===== src/rtl/spi_flash_command_sequencer_unit_defines.svh =====
// assertion macros for the flash command sequencer
`ifndef SPI_FLASH_COMMAND_SEQUENCER_UNIT_DEFINES_SVH
`define SPI_FLASH_COMMAND_SEQUENCER_UNIT_DEFINES_SVH
// implication checked on every clock edge outside reset
`define SFCS_ASSERT_IMPL(label, clk, rst, ante, cons, msg) \
  label: assert property (@(posedge clk) disable iff (rst) (ante) |-> (cons)) else $error(msg);
// implication checked with the consequent in the cycle after the antecedent
`define SFCS_ASSERT_NEXT(label, clk, rst, ante, cons, msg) \
  label: assert property (@(posedge clk) disable iff (rst) (ante) |=> (cons)) else $error(msg);
`endif


===== src/rtl/sfcs_pkg.sv =====
// shared types, codes and constants of the flash command sequencer
package sfcs_pkg;
  localparam int unsigned ERASE_STEP = 4096;
  localparam logic [19:0] POLL_LIMIT_RESET = 20'd1000000;
  localparam logic [7:0] SPI_READ_ID = 8'h9F;
  localparam logic [7:0] SPI_READ_FAST = 8'h0B;
  localparam logic [7:0] SPI_ERASE_4K = 8'h20;
  localparam logic [7:0] SPI_PROGRAM = 8'h02;
  localparam logic [7:0] SPI_WRITE_ENABLE = 8'h06;
  localparam logic [7:0] SPI_STATUS_READ = 8'h05;
  localparam logic [7:0] SPI_STATUS_ENABLE = 8'h50;
  localparam logic [7:0] SPI_STATUS_WRITE = 8'h01;

  localparam logic [2:0] REQ_DETECT = 3'd0;
  localparam logic [2:0] REQ_READ = 3'd1;
  localparam logic [2:0] REQ_ERASE = 3'd2;
  localparam logic [2:0] REQ_WRITE = 3'd3;
  localparam logic [2:0] REQ_RX = 3'd4;
  localparam logic [2:0] REQ_DATA = 3'd5;

  localparam logic [2:0] KIND_XFER = 3'd0;
  localparam logic [2:0] KIND_DATA = 3'd1;
  localparam logic [2:0] KIND_ID = 3'd2;
  localparam logic [2:0] KIND_NEED = 3'd3;
  localparam logic [2:0] KIND_DONE = 3'd4;

  localparam logic [4:0] PH_IDLE = 5'd0;
  localparam logic [4:0] PH_DET_WC = 5'd1;
  localparam logic [4:0] PH_DET_WS = 5'd2;
  localparam logic [4:0] PH_DET_ID = 5'd3;
  localparam logic [4:0] PH_RD_HDR = 5'd4;
  localparam logic [4:0] PH_RD_DATA = 5'd5;
  localparam logic [4:0] PH_WP1_WC = 5'd6;
  localparam logic [4:0] PH_WP1_WS = 5'd7;
  localparam logic [4:0] PH_WP_EWSR = 5'd8;
  localparam logic [4:0] PH_WP_WRSR = 5'd9;
  localparam logic [4:0] PH_WP2_WC = 5'd10;
  localparam logic [4:0] PH_WP2_WS = 5'd11;
  localparam logic [4:0] PH_WE_WC = 5'd12;
  localparam logic [4:0] PH_WE_WS = 5'd13;
  localparam logic [4:0] PH_WE_WREN = 5'd14;
  localparam logic [4:0] PH_PROG_HDR = 5'd15;
  localparam logic [4:0] PH_PROG_WC = 5'd16;
  localparam logic [4:0] PH_PROG_WS = 5'd17;
  localparam logic [4:0] PH_NEED_DATA = 5'd18;

  typedef struct packed {
    logic [2:0] req_type;
    logic [23:0] address;
    logic [24:0] length;
    logic [7:0] write_byte;
    logic [7:0] rx_byte;
  } req_t;

  typedef struct packed {
    logic [2:0] kind;
    logic [7:0] tx_byte;
    logic frame_last;
    logic [7:0] data_byte;
    logic [7:0] manufacturer_id;
    logic [7:0] device_id;
    logic [7:0] capacity_id;
    logic id_ok;
    logic last;
  } res_t;

  // up to two words per input word
  typedef struct packed {
    logic [1:0] count;
    res_t r0;
    res_t r1;
  } res_pair_t;
endpackage


===== src/rtl/sfcs_if.sv =====
// valid/ready channel interfaces for requests and results
interface sfcs_req_if;
  logic valid;
  logic ready;
  sfcs_pkg::req_t data;
  modport source (output valid, output data, input ready);
  modport sink (input valid, input data, output ready);
endinterface

interface sfcs_res_if;
  logic valid;
  logic ready;
  sfcs_pkg::res_t data;
  modport source (output valid, output data, input ready);
  modport sink (input valid, input data, output ready);
endinterface


===== src/rtl/sfcs_core.sv =====
// sequencer state and next-state logic: one request word in, up to two result words out
module sfcs_core (
  input logic clk,
  input logic rst,
  input logic step,
  input sfcs_pkg::req_t req,
  input logic [19:0] poll_limit,
  output sfcs_pkg::res_pair_t res,
  output logic busy
);
  logic [1:0] op_kind, op_kind_next;
  logic busy_flag, busy_flag_next;
  logic [4:0] phase, phase_next;
  logic [2:0] frame_index, frame_index_next;
  logic [25:0] current_address, current_address_next;
  logic [25:0] end_address, end_address_next;
  logic [24:0] bytes_left, bytes_left_next;
  logic [19:0] poll_count, poll_count_next;
  logic [7:0] id0, id0_next, id1, id1_next;
  logic [7:0] pending_byte, pending_byte_next;
  logic [19:0] poll_inc;
  logic [25:0] addr_inc;
  logic [24:0] left_dec;
  logic more_units;
  logic [7:0] abyte;
  logic [2:0] fi_inc;

  assign busy = busy_flag;
  assign poll_inc = poll_count + 20'd1;
  assign left_dec = bytes_left - 25'd1;
  assign fi_inc = frame_index + 3'd1;

  always_comb begin
    case (fi_inc[1:0])
      2'd1: abyte = current_address[23:16];
      2'd2: abyte = current_address[15:8];
      default: abyte = current_address[7:0];
    endcase
  end

  always_comb begin
    sfcs_pkg::res_t r0, r1;
    logic [1:0] n;
    logic adv;
    r0 = '0;
    r1 = '0;
    n = 2'd0;
    adv = 1'b0;
    op_kind_next = op_kind;
    busy_flag_next = busy_flag;
    phase_next = phase;
    frame_index_next = frame_index;
    current_address_next = current_address;
    end_address_next = end_address;
    bytes_left_next = bytes_left;
    poll_count_next = poll_count;
    id0_next = id0;
    id1_next = id1;
    pending_byte_next = pending_byte;
    addr_inc = current_address;
    more_units = 1'b0;

    if (!busy_flag) begin
      if (req.req_type <= sfcs_pkg::REQ_WRITE) begin
        busy_flag_next = 1'b1;
        op_kind_next = req.req_type[1:0];
        frame_index_next = 3'd0;
        current_address_next = {2'b00, req.address};
        end_address_next = {2'b00, req.address} + {1'b0, req.length};
        bytes_left_next = req.length;
        poll_count_next = '0;
        n = 2'd1;
        r0.kind = sfcs_pkg::KIND_XFER;
        if (req.req_type == sfcs_pkg::REQ_DETECT) begin
          phase_next = sfcs_pkg::PH_DET_WC;
          r0.tx_byte = sfcs_pkg::SPI_STATUS_READ;
        end else if (req.req_type == sfcs_pkg::REQ_READ) begin
          phase_next = sfcs_pkg::PH_RD_HDR;
          r0.tx_byte = sfcs_pkg::SPI_READ_FAST;
        end else begin
          phase_next = sfcs_pkg::PH_WP1_WC;
          r0.tx_byte = sfcs_pkg::SPI_STATUS_READ;
        end
      end
    end else if (req.req_type == sfcs_pkg::REQ_DATA && phase == sfcs_pkg::PH_NEED_DATA) begin
      pending_byte_next = req.write_byte;
      poll_count_next = '0;
      phase_next = sfcs_pkg::PH_WE_WC;
      n = 2'd1;
      r0.tx_byte = sfcs_pkg::SPI_STATUS_READ;
    end else if (req.req_type == sfcs_pkg::REQ_RX && phase != sfcs_pkg::PH_NEED_DATA
                 && phase != sfcs_pkg::PH_IDLE) begin
      case (phase)
        sfcs_pkg::PH_DET_WC, sfcs_pkg::PH_WP1_WC, sfcs_pkg::PH_WP2_WC,
        sfcs_pkg::PH_WE_WC, sfcs_pkg::PH_PROG_WC: begin
          phase_next = phase + 5'd1;
          n = 2'd1;
          r0.frame_last = 1'b1;
        end
        sfcs_pkg::PH_DET_WS, sfcs_pkg::PH_WP1_WS, sfcs_pkg::PH_WP2_WS,
        sfcs_pkg::PH_WE_WS, sfcs_pkg::PH_PROG_WS: begin
          poll_count_next = poll_inc;
          n = 2'd1;
          if (!req.rx_byte[0] || poll_inc >= poll_limit) begin
            case (phase)
              sfcs_pkg::PH_DET_WS: begin
                phase_next = sfcs_pkg::PH_DET_ID;
                frame_index_next = 3'd0;
                r0.tx_byte = sfcs_pkg::SPI_READ_ID;
              end
              sfcs_pkg::PH_WP1_WS: begin
                phase_next = sfcs_pkg::PH_WP_EWSR;
                r0.tx_byte = sfcs_pkg::SPI_STATUS_ENABLE;
                r0.frame_last = 1'b1;
              end
              sfcs_pkg::PH_WE_WS: begin
                phase_next = sfcs_pkg::PH_WE_WREN;
                r0.tx_byte = sfcs_pkg::SPI_WRITE_ENABLE;
                r0.frame_last = 1'b1;
              end
              sfcs_pkg::PH_WP2_WS: begin
                more_units = 1'b1;
              end
              default: begin
                adv = 1'b1;
                more_units = 1'b1;
              end
            endcase
          end else begin
            phase_next = phase - 5'd1;
            r0.tx_byte = sfcs_pkg::SPI_STATUS_READ;
          end
        end
        sfcs_pkg::PH_DET_ID: begin
          n = 2'd1;
          if (frame_index == 3'd0) begin
            frame_index_next = 3'd1;
          end else if (frame_index == 3'd1) begin
            id0_next = req.rx_byte;
            frame_index_next = 3'd2;
          end else if (frame_index == 3'd2) begin
            id1_next = req.rx_byte;
            frame_index_next = 3'd3;
            r0.frame_last = 1'b1;
          end else begin
            n = 2'd2;
            r0.kind = sfcs_pkg::KIND_ID;
            r0.manufacturer_id = id0;
            r0.device_id = id1;
            r0.capacity_id = req.rx_byte;
            r0.id_ok = (id0 != 8'h00) && (id0 != 8'hFF);
            r1.kind = sfcs_pkg::KIND_DONE;
            busy_flag_next = 1'b0;
            phase_next = sfcs_pkg::PH_IDLE;
            frame_index_next = 3'd0;
          end
        end
        sfcs_pkg::PH_RD_HDR: begin
          n = 2'd1;
          if (frame_index < 3'd3) begin
            frame_index_next = fi_inc;
            r0.tx_byte = abyte;
          end else if (frame_index == 3'd3) begin
            frame_index_next = 3'd4;
            r0.frame_last = (bytes_left == '0);
          end else if (bytes_left == '0) begin
            r0.kind = sfcs_pkg::KIND_DONE;
            busy_flag_next = 1'b0;
            phase_next = sfcs_pkg::PH_IDLE;
            frame_index_next = 3'd0;
          end else begin
            phase_next = sfcs_pkg::PH_RD_DATA;
            r0.frame_last = (bytes_left == 25'd1);
          end
        end
        sfcs_pkg::PH_RD_DATA: begin
          n = 2'd2;
          r0.kind = sfcs_pkg::KIND_DATA;
          r0.data_byte = req.rx_byte;
          bytes_left_next = left_dec;
          if (left_dec == '0) begin
            r1.kind = sfcs_pkg::KIND_DONE;
            busy_flag_next = 1'b0;
            phase_next = sfcs_pkg::PH_IDLE;
            frame_index_next = 3'd0;
          end else begin
            r1.frame_last = (left_dec == 25'd1);
          end
        end
        sfcs_pkg::PH_WP_EWSR: begin
          n = 2'd1;
          phase_next = sfcs_pkg::PH_WP_WRSR;
          frame_index_next = 3'd0;
          r0.tx_byte = sfcs_pkg::SPI_STATUS_WRITE;
        end
        sfcs_pkg::PH_WP_WRSR: begin
          n = 2'd1;
          if (frame_index == 3'd0) begin
            frame_index_next = 3'd1;
            r0.frame_last = 1'b1;
          end else begin
            poll_count_next = '0;
            phase_next = sfcs_pkg::PH_WP2_WC;
            r0.tx_byte = sfcs_pkg::SPI_STATUS_READ;
          end
        end
        sfcs_pkg::PH_WE_WREN: begin
          n = 2'd1;
          phase_next = sfcs_pkg::PH_PROG_HDR;
          frame_index_next = 3'd0;
          r0.tx_byte = (op_kind == sfcs_pkg::REQ_ERASE[1:0]) ? sfcs_pkg::SPI_ERASE_4K
                                                              : sfcs_pkg::SPI_PROGRAM;
        end
        sfcs_pkg::PH_PROG_HDR: begin
          n = 2'd1;
          if (frame_index < 3'd3) begin
            frame_index_next = fi_inc;
            r0.tx_byte = abyte;
            r0.frame_last = (op_kind == sfcs_pkg::REQ_ERASE[1:0]) && (fi_inc == 3'd3);
          end else if (frame_index == 3'd3 && op_kind == sfcs_pkg::REQ_WRITE[1:0]) begin
            frame_index_next = 3'd4;
            r0.tx_byte = pending_byte;
            r0.frame_last = 1'b1;
          end else begin
            poll_count_next = '0;
            phase_next = sfcs_pkg::PH_PROG_WC;
            r0.tx_byte = sfcs_pkg::SPI_STATUS_READ;
          end
        end
        default: begin
          n = 2'd0;
        end
      endcase

      // step to the next erase block or program byte, then pick the next unit
      if (adv) begin
        if (op_kind == sfcs_pkg::REQ_ERASE[1:0]) begin
          addr_inc = current_address + 26'(sfcs_pkg::ERASE_STEP);
        end else begin
          addr_inc = current_address + 26'd1;
          bytes_left_next = left_dec;
        end
        current_address_next = addr_inc;
      end
      if (more_units) begin
        if (op_kind == sfcs_pkg::REQ_ERASE[1:0]) begin
          if (addr_inc < end_address) begin
            poll_count_next = '0;
            phase_next = sfcs_pkg::PH_WE_WC;
            r0.tx_byte = sfcs_pkg::SPI_STATUS_READ;
          end else begin
            r0.kind = sfcs_pkg::KIND_DONE;
            busy_flag_next = 1'b0;
            phase_next = sfcs_pkg::PH_IDLE;
            frame_index_next = 3'd0;
          end
        end else if (bytes_left_next != '0) begin
          r0.kind = sfcs_pkg::KIND_NEED;
          phase_next = sfcs_pkg::PH_NEED_DATA;
        end else begin
          r0.kind = sfcs_pkg::KIND_DONE;
          busy_flag_next = 1'b0;
          phase_next = sfcs_pkg::PH_IDLE;
          frame_index_next = 3'd0;
        end
      end
    end

    if (n == 2'd1) begin
      r0.last = 1'b1;
    end else if (n == 2'd2) begin
      r1.last = 1'b1;
    end
    res.count = n;
    res.r0 = r0;
    res.r1 = r1;
  end

  always_ff @(posedge clk) begin
    if (rst) begin
      op_kind <= '0;
      busy_flag <= 1'b0;
      phase <= sfcs_pkg::PH_IDLE;
      frame_index <= '0;
      current_address <= '0;
      end_address <= '0;
      bytes_left <= '0;
      poll_count <= '0;
    end else if (step) begin
      op_kind <= op_kind_next;
      busy_flag <= busy_flag_next;
      phase <= phase_next;
      frame_index <= frame_index_next;
      current_address <= current_address_next;
      end_address <= end_address_next;
      bytes_left <= bytes_left_next;
      poll_count <= poll_count_next;
    end
  end

  always_ff @(posedge clk) begin
    if (step) begin
      id0 <= id0_next;
      id1 <= id1_next;
      pending_byte <= pending_byte_next;
    end
  end
endmodule


===== src/rtl/sfcs_out_buf.sv =====
// two-entry result buffer that drains a word pair onto the result channel
module sfcs_out_buf (
  input logic clk,
  input logic rst,
  input logic load,
  input sfcs_pkg::res_pair_t pair,
  output logic can_load,
  sfcs_res_if.source res
);
  sfcs_pkg::res_t slot0, slot1;
  logic [1:0] fill;
  logic pop;

  assign res.valid = (fill != 2'd0);
  assign res.data = slot0;
  assign pop = res.valid && res.ready;
  // space for a full pair once the head word leaves
  assign can_load = (fill == 2'd0) || (fill == 2'd1 && pop);

  always_ff @(posedge clk) begin
    if (rst) begin
      fill <= 2'd0;
    end else if (load && can_load) begin
      fill <= pair.count;
    end else if (pop) begin
      fill <= fill - 2'd1;
    end
  end

  always_ff @(posedge clk) begin
    if (load && can_load) begin
      slot0 <= pair.r0;
      slot1 <= pair.r1;
    end else if (pop) begin
      slot0 <= slot1;
    end
  end
endmodule


===== src/rtl/spi_flash_command_sequencer_unit.sv =====
// top level of the flash command sequencer
// Usage:
// - req channel carries requests (detect, read, erase, write), returned spi
//   bytes and write data; res channel carries transfers, read data, id
//   reports, data requests and done words.
// - user writes poll_limit (cfg_we/cfg_data) while block idle; not enforced.
// - every input word is registered into a two-slot result buffer in the
//   same cycle it is taken; its first result word is visible the next cycle.
// - one input word per cycle while the receiver takes every word; a word
//   that makes two results stalls the input until its first result leaves.
// - a word is taken only when the result buffer is empty or its last
//   word leaves in that cycle, so a stalled receiver stalls the input.
// - words that cause no result are taken and dropped at the same rate.
// - reset (rst, synchronous) returns to idle with poll_limit 1000000 and
//   empties the result buffer.
// - erase walks 4K blocks, write asks for each data byte with a
//   need-write-data word and waits for it on the req channel.
`include "spi_flash_command_sequencer_unit_defines.svh"
module spi_flash_command_sequencer_unit (
  input logic clk,
  input logic rst,
  input logic cfg_we,
  input logic [19:0] cfg_data,
  sfcs_req_if.sink req,
  sfcs_res_if.source res
);
  logic [19:0] poll_limit;
  logic step;
  logic can_load;
  logic busy;
  sfcs_pkg::res_pair_t pair;

  assign req.ready = can_load;
  assign step = req.valid && can_load;

  always_ff @(posedge clk) begin
    if (rst) begin
      poll_limit <= sfcs_pkg::POLL_LIMIT_RESET;
    end else if (cfg_we) begin
      poll_limit <= cfg_data;
    end
  end

  sfcs_core u_core (
    .clk(clk),
    .rst(rst),
    .step(step),
    .req(req.data),
    .poll_limit(poll_limit),
    .res(pair),
    .busy(busy)
  );

  sfcs_out_buf u_buf (
    .clk(clk),
    .rst(rst),
    .load(step),
    .pair(pair),
    .can_load(can_load),
    .res(res)
  );

  `SFCS_ASSERT_IMPL(a_done_is_last, clk, rst,
    res.valid && res.data.kind == sfcs_pkg::KIND_DONE, res.data.last,
    "done word not marked last")
  `SFCS_ASSERT_NEXT(a_done_idle, clk, rst,
    step && pair.count != 2'd0 && pair.r0.kind == sfcs_pkg::KIND_DONE, !busy,
    "sequencer still busy after done")
  `SFCS_ASSERT_NEXT(a_idle_no_rx_result, clk, rst,
    step && !busy && req.data.req_type > sfcs_pkg::REQ_WRITE, $stable(busy),
    "returned byte started a sequence while idle")
endmodule

===== src/flat_wrapper.sv =====
// flat-port wrapper written by rule: the top's interface ports become plain ports
module spi_flash_command_sequencer_unit_flat 
  (clk, rst, cfg_we, cfg_data, req_valid, req_data, req_ready, res_valid, res_data, res_ready);
  sfcs_req_if req_i ();
  sfcs_res_if res_i ();
  input logic clk;
  input logic rst;
  input logic cfg_we;
  input logic [19:0] cfg_data;
  input wire logic [$bits(req_i.valid)-1:0] req_valid;
  input wire logic [$bits(req_i.data)-1:0] req_data;
  output wire logic [$bits(req_i.ready)-1:0] req_ready;
  output wire logic [$bits(res_i.valid)-1:0] res_valid;
  output wire logic [$bits(res_i.data)-1:0] res_data;
  input wire logic [$bits(res_i.ready)-1:0] res_ready;
  assign req_i.valid = req_valid;
  assign req_i.data = req_data;
  assign req_ready = req_i.ready;
  assign res_valid = res_i.valid;
  assign res_data = res_i.data;
  assign res_i.ready = res_ready;
  spi_flash_command_sequencer_unit u_core (.clk(clk), .rst(rst), .cfg_we(cfg_we), .cfg_data(cfg_data), .req(req_i), .res(res_i));
endmodule

===== config.mk =====
export PLATFORM = sky130hd
export DESIGN_NAME = spi_flash_command_sequencer_unit_flat
export DESIGN_NICKNAME = d
export VERILOG_FILES = /design/src/rtl/sfcs_pkg.sv /design/src/rtl/sfcs_if.sv /design/src/rtl/sfcs_core.sv /design/src/rtl/sfcs_out_buf.sv /design/src/rtl/spi_flash_command_sequencer_unit.sv /design/src/flat_wrapper.sv
export VERILOG_INCLUDE_DIRS = /design/src /design/src/rtl
export SDC_FILE = /design/constraint.sdc
export NUM_CORES = 1
export LEC_CHECK = 0
export ABC_AREA = 1
export CAP_MARGIN = 20
export CELL_PAD_IN_SITES_DETAIL_PLACEMENT = 0
export CELL_PAD_IN_SITES_GLOBAL_PLACEMENT = 1
export CORE_MARGIN = 8
export CORE_UTILIZATION = 47
export DETAILED_ROUTE_END_ITERATION = 10
export DONT_BUFFER_PORTS = 1
export PLACE_DENSITY_LB_ADDON = 0.1
export SETUP_SLACK_MARGIN = 0.05
export SLEW_MARGIN = 10
export SYNTH_ARGS = -nofsm -noshare
export SYNTH_HDL_FRONTEND = slang
export SYNTH_SLANG_ARGS = --single-unit

===== constraint.sdc =====
create_clock -name clk -period 6.8 [get_ports clk]
set_input_delay 1.36 -clock clk [delete_from_list [all_inputs] [get_ports clk]]
set_output_delay 1.36 -clock clk [all_outputs]
set_load 0.02 [all_outputs]

After elaboration in Yosys (flattened, before gate mapping) --
Cells that the tools add are included.
Operators by class: add/sub/neg operators 9, $lt $le $gt $ge 4, equal/unequal tests 50, multiplexer cells 165, bitwise gates (word level) 6, reductions and logical operators 40
Operators with widths (number):
- $mux W25 | 14
- $mux W20 | 10
- $mux W26 | 7
- $mux W3 | 33
- $mux W46 | 2
- $mux W5 | 17
- $mux W34 | 2
- $pmux W20 S3 | 1
- $mux W8 | 7
- $eq A25 B1 Y1 const B | 2
- $logic_not A25 Y1 | 2
- $ne A5 B5 Y1 const B | 10
- $pmux W8 S6 | 1
- $mux W45 | 1
- $pmux W5 S9 | 1
- $eq A5 B4 Y1 const B | 8
- $mux W1 | 39
- $add A24 B25 Y26 | 1
- $add A26 B1 Y26 const B | 1
- $add A26 B13 Y26 const B | 1
- $lt A26 B26 Y1 | 1
- $mux W2 | 13
- $reduce_bool A25 Y1 | 1
- $sub A25 B1 Y25 const B | 1
- other kinds (54) | 98
Word-level totals: register bits 205, input port bits 93, output and inout port bits 48, word-level logic and storage cells 299

Depth between registers and ports, before layout --
depth after elaboration 20, depth in mapped cells 40, mapped depth without buffers 39

Hierarchy --
A second synthesis with hierarchy kept.
Unflattened totals: cells, all modules 2395, area total of the unflattened synthesis 17021.3 um2
By module, submodules not included:
- sfcs_core | times used 1, cells each 2010, area an instance 12562.0 um2, seq. area each 2882.8 um2
- sfcs_out_buf | times used 1, cells each 269, area an instance 3532.1 um2, seq. area each 2802.7 um2
- spi_flash_command_sequencer_unit | times used 1, cells each 116, area an instance 927.1 um2, seq. area each 400.4 um2

Worst setup path after synthesis --
Ideal clock, no wire load.
kind reg2reg, start reg u_core.u_core.poll_count[0], end reg u_core.u_buf.slot0 (netlist bit u_core.u_buf.res.data[39]), data pin, setup time 258 ps, data arrival time 5058 ps, path slack 1485 ps, stages on the path, launching flop included 40, path through dfxtp_1 -> nand3_1 -> nor4_1 -> nand4_1 -> nor3_1 -> nand3_1 -> nor2_1 -> nand2_1 -> nor2_1 -> xor2_1 -> inv_1 -> ha_1 -> nand2_1 -> nor2_2 -> nand2_1 -> nor2_1 -> nand2_1 -> nand2_2 -> (+4 left out) -> nor3b_4 -> nand2_2 -> nor2_4 -> nand2_2 -> xor2_1 -> inv_2 -> ha_1 -> a21oi_1 -> o21ai_0 -> nand3_1 -> a21oi_1 -> a2111o_1 -> a21oi_1 -> nand3_2 -> o311ai_1 -> inv_1 -> nand2_1 -> a21oi_1
On the way: longest elaborated chain between the ends 20, elaborated cells on any way between the ends 27, classes of those cells 1 x add/sub; 2 x order compare; 23 x mux; 1 x reduce/logical
RTL lines:
- start: declaration | line sfcs_core.sv:18 | logic [19:0] poll_count, poll_count_next;
- start signal: assignment | line sfcs_core.sv:297 | poll_count <= poll_count_next;
- $add A20 B1 Y20 * | line sfcs_core.sv:29 | assign poll_inc = poll_count + 20'd1;
- $ge A20 B20 Y1 * | line sfcs_core.sv:104 | if (!req.rx_byte[0] || poll_inc >= poll_limit) begin
- $logic_or A1 B1 Y1 * | line sfcs_core.sv:104
- $mux W1 | line sfcs_core.sv:104
- $mux W1 | line sfcs_core.sv:93 | case (phase)
- $mux W1 | line sfcs_core.sv:91 | end else if (req.req_type == sfcs_pkg::REQ_RX && phase != sfcs_pkg::PH_NEED_DATA
- $mux W1 | line sfcs_core.sv:85 | end else if (req.req_type == sfcs_pkg::REQ_DATA && phase == sfcs_pkg::PH_NEED_DATA) begin
- $mux W1 | line sfcs_core.sv:63 | if (!busy_flag) begin
- (+4 left out)
- $lt A26 B26 Y1 | line sfcs_core.sv:247 | if (addr_inc < end_address) begin
- $mux W8 | line sfcs_core.sv:247
- $mux W8 | line sfcs_core.sv:246 | if (op_kind == sfcs_pkg::REQ_ERASE[1:0]) begin
- $mux W11 * | line sfcs_core.sv:245 | if (more_units) begin
- $mux W45 * | line sfcs_core.sv:91
- $mux W8 * | line sfcs_core.sv:85
- $mux W11 * | line sfcs_core.sv:63
- $mux W46 * | line sfcs_out_buf.sv:31 | if (load && can_load) begin
- end signal: assignment | line sfcs_out_buf.sv:32 | slot0 <= pair.r0;
- end signal: assignment | line sfcs_out_buf.sv:35 | slot0 <= slot1;
- end: declaration | line sfcs_out_buf.sv:10 | sfcs_pkg::res_t slot0, slot1;
Every way passes the cells marked *; elsewhere a longest branch is shown, timed or not. The select of a mux whose other input is x is not followed. A chain may end at the register's enable or synchronous reset.

Final worst setup path --
start reg u_core.u_core.poll_count[0], end reg u_core.u_core.poll_count[15]
On the way: longest elaborated chain between the ends 19, elaborated cells on any way between the ends 25, classes of those cells 1 x add/sub; 2 x order compare; 21 x mux; 1 x reduce/logical
RTL lines (line):
- $add A20 B1 Y20 * | sfcs_core.sv:29
- $ge A20 B20 Y1 | sfcs_core.sv:104
- $logic_or A1 B1 Y1 | sfcs_core.sv:104
- $mux W1 | sfcs_core.sv:104
- $mux W1 | sfcs_core.sv:93
- $mux W1 | sfcs_core.sv:91
- $mux W1 | sfcs_core.sv:85
- $mux W1 | sfcs_core.sv:63
- (+3 left out)
- $mux W26 | sfcs_core.sv:63
- $lt A26 B26 Y1 | sfcs_core.sv:247
- $mux W20 | sfcs_core.sv:247
- $mux W20 | sfcs_core.sv:246
- $mux W20 * | sfcs_core.sv:245
- $mux W20 * | sfcs_core.sv:91
- $mux W20 * | sfcs_core.sv:85
- $mux W20 * | sfcs_core.sv:63
Marks and branches as above.

==> impl_results.md <==
* Detailed Place HPWL at 35.6 mm
* Maximum clock insertion buffer count at 3
* First-pass GRT wire length at 72.9 mm
* Cell variety after synth at 69
* Root Buffer: clkbuf_16
* Vias in the first global route at 12,790
* Worst setup SP type: flip-flop
* # clock sinks at 203
* Gr ovfl total at 0
* Clk slew on worst S/H paths at 0.06 ns
* Delay-heaviest family, CP: simple AND/OR/NAND/NOR gates
* Final period utilization at 90.0%
* Endpoints failing setup at 0
* Routed len/inst at 19.4 um
* Outcome: finished, final reports clean
* Ant diodes at 0
* Avg Inst Size Synth at 6.97 um^2
* Starting Density at 47.9%
* Min-Delay Path Class: reg -> reg
* Iteration-0 DRC Markers at 935
* Peak VDD IR at 0.000145 V
* Slew @ Worst Pin at 1.01 ns
* Post-DRT Antenna Nets at 0
* Design area at 0.0155 mm^2
* Power Dens Cells at 345 mW/mm^2
* CP Class: reg -> reg
* Area delta synth->final at 8.65%
* Final min period at 6.12 ns
* Clk Latency, worst-skew pair at 0.53 ns
* Critical-path top delay cell: dfxtp_1
* Antenna violations before repair at 2
* Max Cap Violations at 0
* Placer Congestion at 0.947
* Share of layout cells above drive strength 1 at 5.91%
* Unrepaired setup endpoints after global routing: false
* CP max stage delay at 0.42 ns
* First-pass DRT Iterations at 5
* Core area at 0.0298 mm^2
* Total vias in the final route at 13,471
* Post-synth top flop: dfxtp_1
* Post-synthesis sequential area ratio at 33.6%
* Cell area after synthesis at 0.0143 mm^2
* CP Data Arrival Time at 6.58 ns
* Postcts setup bufs at 0
* FILL cells at 2,946
* H-tree levels at 1
* Placed Area at 0.0146 mm^2
* Largest fanout on the critical path at 24
* DIE WIDTH at 190 um
* Post-synth EDFFs at 73
* CP Buf/Inv Count at 4
* Die Y at 190 um
* Ys Warns at 0
* WHS at 0.461 ns
* Hold Buf Count CTS at 0
* Synth Instances at 2,047
* Pwr Total at 5.35 mW
* Data required, critical path at 7.25 ns
* Drt drc at 0
* Final #Nets at 2,196
* Max-slew headroom at 32.4%
* Via density at 5.56
* Overall global routing resource usage at 25.2%
* PortBufs at 0
* TritonCTS clock tree: built
* FF+latch count, synth at 203
* Slew Limit Fails at 0
* Static leakage at 6.91 nW
* Largest net degree at the start of global routing at 106
* Total die area at 0.0362 mm^2
* Cts repair resizes at 0
* Drt total wl at 46.9 mm
* Crit-path most repeated cell: nand2_1
* Worst Setup End Kind: flip-flop
* Number of cell rows at 63
* Final Hold Fails at 0
* Layout Skew at 0.00835 ns
* Syn nets at 2,229
* CTS Buf Count at 24
* Achievable Freq at 163 MHz
* Ports at 141
* Synth async-reset ratio at 0%
* Sum Neg Setup Slack at 0 ns
-- synth_stat cells, drive strengths merged (6+ instances only) --
| cell type | instances | area (um^2) |
|---|---|---|
| clkbuf | 51 | 193 |
| buf | 23 | 125 |
| a221oi | 42 | 374 |
| o21ai | 130 | 654 |
| nor3 | 31 | 170 |
| nand3 | 90 | 473 |
| a211oi | 8 | 60.1 |
| o22ai | 14 | 87.6 |
| nand2 | 500 | 1930 |
| xor2 | 63 | 552 |
| nand4 | 21 | 138 |
| a21oi | 189 | 961 |
| nor2 | 209 | 855 |
| inv | 303 | 1140 |
| dfxtp | 130 | 2600 |
| a22o | 6 | 52.6 |
| edfxtp | 73 | 2190 |
| ha | 88 | 1100 |
| nor4 | 12 | 75.1 |
-- sequential cells by signal, summed over array words and instances (netlist names), 5 cells and up --
register	flops
u_core.u_core.current_address	26
u_core.u_core.bytes_left	25
u_core.u_core.id0	8
u_core.u_core.phase	5
u_core.u_core.pending_byte	8
u_core.u_core.poll_count	20
u_core.u_buf.res.data	46
u_core.u_core.end_address	26
u_core.poll_limit	20
u_core.u_core.id1	8
-- per-stage QoR --
step	util [%]	setup WS, ns	cells
detailed placement	48.9	0.541	2378
global placement	48.9	0.698	2378
global route	52.0	0.0396	2421
CTS	51.9	0.485	2421
finish	52.0	0.677	2421
floorplan	-	1.48	2047
-- cell type report --
class	count	area, um^2	share of cell area (%)
Inverter	305	1150	7.40
Clock buffer	28	657	4.24
Tap cell	390	488	3.15
Timing Repair Buffer	15	125	0.807
Sequential cell	203	4800	30.9
Clock inverter	15	240	1.55
Multi-Input combinational cell	1465	8040	51.9
-- worst paths after layout --
| path | cells after the start | to | slack (ns) | start |
|---|---|---|---|---|
| max reg2reg | 38 | u_core.u_core.poll_count[15] | 0.68 | u_core.u_core.poll_count[0] |
| min | 2 | u_core.u_buf.fill[1] | 0.46 | u_core.u_buf.fill[1] |
| min reg2reg | 2 | u_core.u_buf.fill[1] | 0.46 | u_core.u_buf.fill[1] |
| max | 38 | u_core.u_core.poll_count[15] | 0.68 | u_core.u_core.poll_count[0] |
-- cells by family after synthesis --
logic type / share of synthesized area (%)
AO/OA/AOI/OAI: 18.0
buffers and inverters: 10.3
adder cells (fa/ha/maj): 7.86
XOR/XNOR: 4.18
AND/OR/NAND/NOR: 26.1
flip-flops: 33.6
-- report_power, final --
| group | switching, mW | internal, mW |
|---|---|---|
| combinational | 1.39 | 0.593 |
| clock | 0.543 | 0.920 |
| sequential | 0.335 | 1.56 |
-- cells in the final DEF (no fill, tap or decap), types with 8 or more instances in the layout --
master / instances
a211oi_1: 8
a21oi_1: 186
a221oi_1: 41
buf_4: 14
clkbuf_16: 25
dfxtp_1: 129
edfxtp_1: 73
ha_1: 88
inv_1: 290
inv_2: 13
nand2_1: 487
nand2_2: 11
nand3_1: 87
nand4_1: 20
nor2_1: 191
nor2_2: 11
nor3_1: 27
nor4_1: 11
o21ai_0: 120
o21ai_1: 9
o22ai_1: 14
xor2_1: 63
-- routing by layer --
layer	global-route usage [%]	share of wire, %
met5	0	0.055
met4	5.73	2.3
met3	4.03	6.6
met2	39.6	44
met1	35.9	47
-- worst reg2reg max path, delay by kind of cell, from the launching register on --
kind,cells,cell delay [ns]
AO/OA/AOI/OAI,1,0.13
adder cells (fa/ha/maj),3,0.83
XOR/XNOR,2,0.26
AND/OR/NAND/NOR,28,3.85
flip-flops,1,0.42
buffers and inverters,4,0.58
No activity file was read; power rests on OpenSTA's default activity.
